==> config.mk <==
export PLATFORM = sky130hd
export DESIGN_NAME = ecm_div_pipe
export DESIGN_NICKNAME = d
export VERILOG_FILES = /design/src/rtl/ecm_pkg.sv /design/src/rtl/ecm_div_pipe.sv
export SDC_FILE = /design/constraint.sdc
export NUM_CORES = 2
export LEC_CHECK = 0
export BUFFER_PORTS_ARGS = -buffer_cell sky130_fd_sc_hd__clkbuf_2
export CAP_MARGIN = 20
export CORE_AREA = 2 2 467 469
export CTS_CLUSTER_SIZE = 24
export DETAILED_ROUTE_END_ITERATION = 7
export DIE_AREA = 0 0 469 471
export PLACE_DENSITY = 0.52
export SLEW_MARGIN = 20
export SYNTH_ARGS = -nofsm -noshare
export SYNTH_HDL_FRONTEND = slang
export SYNTH_SLANG_ARGS = --single-unit
==> constraint.sdc <==
create_clock -name clk -period 3.5 [get_ports clk]
set_input_delay 0.525 -clock clk [delete_from_list [all_inputs] [get_ports clk]]
set_output_delay 0.525 -clock clk [all_outputs]
set_load 0.005 [all_outputs]
==> src/rtl/ecm_pkg.sv <==
// ----------------------------------------------------------------------------
// ecm_pkg
// shared types, constants and helpers of the ease curve multiplier
// ----------------------------------------------------------------------------
package ecm_pkg;

    localparam int unsigned RES_W     = 17;
    localparam int unsigned DIV_STEPS = 16;
    localparam int unsigned REM_W     = 33;

    localparam logic [RES_W-1:0] T_ONE = 17'h10000;

    // register indexes of the configuration port
    localparam logic [2:0] REG_IN_START  = 3'd0;
    localparam logic [2:0] REG_IN_END    = 3'd1;
    localparam logic [2:0] REG_OUT_START = 3'd2;
    localparam logic [2:0] REG_OUT_END   = 3'd3;
    localparam logic [2:0] REG_IN_CURVE  = 3'd4;
    localparam logic [2:0] REG_OUT_CURVE = 3'd5;
    localparam logic [2:0] REG_ENABLES   = 3'd6;

    // 1/255 scaled by 2^24, rounded down
    localparam logic [16:0] RECIP_255 = 17'h10101;

    typedef enum logic [1:0] {
        MODE_ONE,
        MODE_BEZ,
        MODE_XF
    } ecm_mode_t;

    typedef struct packed {
        ecm_mode_t        mode;
        logic             sel_in;
        logic             fixed;
        logic [RES_W-1:0] tfix;
    } ecm_side_t;

    function automatic logic [7:0] ctl_byte(input logic [31:0] curve, input logic [1:0] k);
        logic [7:0] b;
        begin
            unique case (k)
                2'd0:    b = curve[7:0];
                2'd1:    b = curve[15:8];
                2'd2:    b = curve[23:16];
                default: b = curve[31:24];
            endcase
            return b;
        end
    endfunction

endpackage

==> src/rtl/ecm_div_pipe.sv <==
// ----------------------------------------------------------------------------
// ecm_div_pipe
// pipelined restoring divider, one quotient bit per stage
// ----------------------------------------------------------------------------
module ecm_div_pipe
(
    input  logic                        clk,
    input  logic                        rst_n,
    input  logic                        adv,
    input  logic                        in_valid,
    input  ecm_pkg::ecm_side_t          in_side,
    input  logic [ecm_pkg::REM_W-1:0]   in_rem,
    input  logic [ecm_pkg::REM_W-1:0]   in_den,
    output logic                        out_valid,
    output ecm_pkg::ecm_side_t          out_side,
    output logic [ecm_pkg::DIV_STEPS-1:0] out_quo
);

    localparam int unsigned N = ecm_pkg::DIV_STEPS;
    localparam int unsigned W = ecm_pkg::REM_W;

    logic               valid_reg [N];
    ecm_pkg::ecm_side_t side_reg  [N];
    logic [W-1:0]       rem_reg   [N];
    logic [W-1:0]       den_reg   [N];
    logic [N-1:0]       quo_reg   [N];

    genvar k;
    generate
        for (k = 0; k < N; k++) begin : g_step
            logic               valid_prev;
            ecm_pkg::ecm_side_t side_prev;
            logic [W-1:0]       rem_prev;
            logic [W-1:0]       den_prev;
            logic [N-1:0]       quo_prev;
            logic [W:0]         rem_dbl;
            logic               ge;
            logic [W-1:0]       rem_next;

            if (k == 0) begin : g_first
                assign valid_prev = in_valid;
                assign side_prev  = in_side;
                assign rem_prev   = in_rem;
                assign den_prev   = in_den;
                assign quo_prev   = '0;
            end
            else begin : g_rest
                assign valid_prev = valid_reg[k-1];
                assign side_prev  = side_reg[k-1];
                assign rem_prev   = rem_reg[k-1];
                assign den_prev   = den_reg[k-1];
                assign quo_prev   = quo_reg[k-1];
            end

            // shift remainder, subtract divisor when it fits
            assign rem_dbl  = {rem_prev, 1'b0};
            assign ge       = (rem_dbl >= {1'b0, den_prev});
            assign rem_next = ge ? W'(rem_dbl - {1'b0, den_prev}) : rem_dbl[W-1:0];

            always_ff @(posedge clk or negedge rst_n)
            begin
                if (!rst_n)
                begin
                    valid_reg[k] <= 1'b0;
                end
                else if (adv)
                begin
                    valid_reg[k] <= valid_prev;
                end
            end

            always_ff @(posedge clk)
            begin
                if (adv)
                begin
                    side_reg[k] <= side_prev;
                    rem_reg[k]  <= rem_next;
                    den_reg[k]  <= den_prev;
                    quo_reg[k]  <= {quo_prev[N-2:0], ge};
                end
            end
        end
    endgenerate

    assign out_valid = valid_reg[N-1];
    assign out_side  = side_reg[N-1];
    assign out_quo   = quo_reg[N-1];

endmodule

# ---- Word level (Yosys, flattened, before mapping)
# Memories as Yosys holds them, arrays and structs flattened.
# Index checks and enable logic that the tools add are counted.
dict set report classes {
  n_addsub 16
  n_lt_le_gt_ge 16
  n_mux 18
}
# op n
set ops {}
lappend ops {{$ge A34 B33 Y1} 16}
lappend ops {{$mux W33} 16}
lappend ops {{$sub A33 B33 Y33} 16}
lappend ops {{$mux W1} 2}
dict set report word_totals {
  regBits 16
  ram_bits 1648
  in_bits 91
  out_inout_bits 38
  word_cells 70
  n_memories 4
}
# memory depth word_bits rd rd_ports_with_merged_regs write_ports line_no
set memory_table {}
lappend memory_table {den_reg 16 33 15 0 16 ecm_div_pipe.sv:25} ;# logic [W-1:0] den_reg [N];
lappend memory_table {rem_reg 16 33 15 0 16 ecm_div_pipe.sv:24} ;# logic [W-1:0] rem_reg [N];
lappend memory_table {side_reg 16 21 16 0 16 ecm_div_pipe.sv:23} ;# ecm_pkg::ecm_side_t side_reg [N];
lappend memory_table {quo_reg 16 16 16 0 16 ecm_div_pipe.sv:26} ;# logic [N-1:0] quo_reg [N];

# ---- Logic depth before layout (Yosys ltp)
# An unclocked memory read counts as a cell.
dict set report depth {
  ltp_word 3
  ltp_mapped 16
}

# ---- Worst setup path before layout
# Ideal clock, no wire load.
dict set report synth_path {
  path_kind {flip-flop to flip-flop}
  from {memory rem_reg[3][10] in the netlist's numbering}
  to {memory rem_reg[4][10] in the netlist's numbering, data pin}
  arrival_time_ns 3.257
  t_required_ns 3.240
  setup_slack_ns -0.017
  path_stages_with_launch 14
  period_less_slack_ns 3.517
  path_cell_list {edfxtp_1 -> ha_1 -> a21o_1 -> a21o_1 -> a2111oi_2 -> or3_1 -> o221ai_2 -> o31a_4 -> a41o_4 -> o211ai_4 -> and2_4 -> buf_12 -> buf_12 -> mux2_4}
}
# element line_no
set synth_rtl {}
lappend synth_rtl {{start, declared} ecm_div_pipe.sv:24}

==> summary.txt <==
Timing
  – Least-Margin Pin Slew: slightly above 0.9 ns
  – Fmax: 277 MHz
  – Final setup fails: 22
  – Min cycle time layout: 3.61 ns
  – Tcrit/Tclk final: 103%
  – Final hold violations: 0
  – Worst-case clock skew: 0.0369 ns
  – Unrepaired setup endpoints after global routing: true
  – Final WS setup: -0.112 ns
  – Slew headroom: 38.3%
  – Slew Viols, Final: 0

Placed design
  – Placer Congestion: roughly 1.0
  – Post-place setup slack: -0.237 ns
  – Buffers added on ports: 128
  – Placed instance count: 9999
  – Hpwl dp: 133000 µm

Cells and area
  – # fillers: 19999
  – Commonest non-fill, non-tap cell in the layout: edfxtp_1
  – Area grow syn2layout: 22.2%
  – Final non-filler cell total: 10471
  – Most frequent cells in the layout: edfxtp_1 (1462), inv_1 (650), buf_4 (639)
  – Final net count: 8116
  – Share of post-route cells with drive strength above 1: a little under a fifth

Setup path
  – CP Class: flop to flop
  – Crit. End Element: flop
  – CP required: 4.06 ns
  – Worst Path Max Fanout: 4
  – Startpoint class of the critical path: flop
  – Crit path DAT: 4.17 ns

Clocking
  – H-tree Lvls: 4
  – Maximum root-to-sink buffer count: 3
  – Clock sinks: ~1500
  – CTS clk-pin slew, worst paths: 0.05 ns
  – CTS Buf Count: 170
  – CTS tree: built
  – Root Driver: clkbuf_16
  – Worst-skew pair later-pin latency: around 0.83 ns

Synth
  – Cell variety after synth: 89
  – Syn Area/Cell: 11.8 µm²
  – Post-synth EDFFs: 1462
  – Synthesized flop and latch total: 1478
  – Synthesized Nets: 7167
  – Ys async rst share: 1.08%
  – Yosys Warn Count: 0
  – Ys flop type: edfxtp_1
  – Cell area after synthesis: 77400 µm²
  – Synthesized instance count: 6534
  – Seq/Total Area, Yosys: 57.3%

Die
  – Core footprint: 216000 µm²
  – FP Rows: 171
  – Initial Util: 35.8%
  – Die span in x: approximately 470 µm
  – # IOs: 129
  – Die area: between 200000 and 250000 µm²
  – Die Span Y: 471 µm

Routing
  – Drt pass-1 iters: 7
  – ANT nets after route: 0
  – Via count: 51172
  – Final WL: roughly 180000 µm
  – Initial DRC count: around 2300
  – Avg Vias per Cell: 4.89
  – Drt wl/cell: 16.9 µm
  – Drt drc: 0

Global routing
  – Largest net degree at the start of global routing: 156
  – First-pass GRT wire length: 277000 µm
  – Vias in the first global route: 53545
  – Initial antenna violation count: 1
  – Total GRT Usage: 15.7%
  – Total gr overflow: 0

Run
  – Max Cap Violations: 0

Hold path
  – Worst hold path type: input port to flop

Power and ir drop
  – LEAKAGE: 0.0394 µW
  – Max VDD drop: between 0.0005 and 0.0006 V
  – Cell area power density: ~890 nW/µm²

Status
  – Status: finished, violations left
  – Failing checks: setup timing
-- through the flow --
stage	power, µW	hold slack [ns]	setup TNS [ns]	util, %	area (µm²)
floorplan	51500	0.229	0	-	77400
global placement	63800	0.400	-5.61	39.9	86200
detailed placement	64000	0.405	-12.35	39.9	86200
CTS	83400	0.00101	-1.60	43.1	93200
global route	90400	0.0445	-5.30	43.8	94600
finish	84500	0.0873	-1.74	43.8	94600
-- worst paths after layout --
path	from	slack [ns]	cells past startpoint	to
min in group asynchronous	rst_n	0.17	2	g_step[15].valid_prev
max in group asynchronous	rst_n	3.04	2	out_valid
min	in_rem[20]	0.09	3	rem_reg[0][21]
min reg2reg	side_reg[0][155]	0.39	0	side_reg[1][8]
max	rem_reg[13][0]	-0.11	15	rem_reg[14][20]
max reg2reg	rem_reg[13][0]	-0.11	15	rem_reg[14][20]
-- layer usage --
layer  vias up  routed length (µm)  track usage [%]
met5         -                  11                0
met4         2                9920             8.30
met3       457                4670             2.44
met2       810               98200             31.2
met1     24049               64000             15.3
li1      25854                   -                -
-- repair_timing --
action,4_1_cts,5_1_grt
cloned,9,7
endpoints found under the hold margin,88,0
setup buffers,34,50
hold buffers,73,0
gates resized for setup,91,214
endpoints found under the setup margin,113,345
pin swaps,31,72
-- cell type report --
class,count,area (µm²),share of cell area (%)
Multi-Input combinational cell,4252,31200,32.9
Sequential cell,1478,44300,46.8
Clock buffer,207,4410,4.67
Clock inverter,98,1050,1.11
Antenna cell,1,2.50,0.00265
Timing Repair Buffer,917,7600,8.04
Inverter,664,2490,2.63
Tap cell,2854,3570,3.78
-- cell usage after synthesis, drive strengths merged, types with 67 or more instances --
master	count	area [µm²]
o21a	80	601
clkbuf	107	402
xor2	175	1530
a21o	277	2080
nand3	97	485
edfxtp	1462	43900
o21bai	77	578
inv	663	2490
nor2b	74	463
o21ai	407	2040
xnor2	241	2110
nand2b	67	419
a21oi	551	2760
ha	527	6590
mux2	156	1830
nand4	75	469
nand2	464	1740
nor2	353	1330
-- cell families after synthesis --
group                      after synthesis  share of synthesized area, %
AOI/OAI and AO/OA                     1734                          14.0
buffers and inverters                  804                          4.04
and+or+nand+nor                       1394                          8.55
DFF                                   1478                          57.3
muxes                                  166                          2.50
xor gates and xnor gates               416                          4.71
adders and majority gates              542                          8.91
-- worst max-delay path: stages, from the launching register on --
cell	delay, ns
edfxtp_1	0.37
inv_2	0.06
fa_2	0.40
nor2b_2	0.14
o211ai_1	0.09
buf_4	0.16
a2111oi_4	0.47
nor3_4	0.12
o31ai_4	0.28
a211oi_2	0.12
a21boi_2	0.17
o21ai_2	0.17
a211o_4	0.20
buf_6	0.15
clkbuf_16	0.16
mux2_4	0.29
-- where the power goes --
group          switching [µW]  internal, µW
logic                   20500         19200
clock network            7060         10300
registers                2100         25300
total                   29700         54800
No activity file was read; power rests on OpenSTA's default activity.
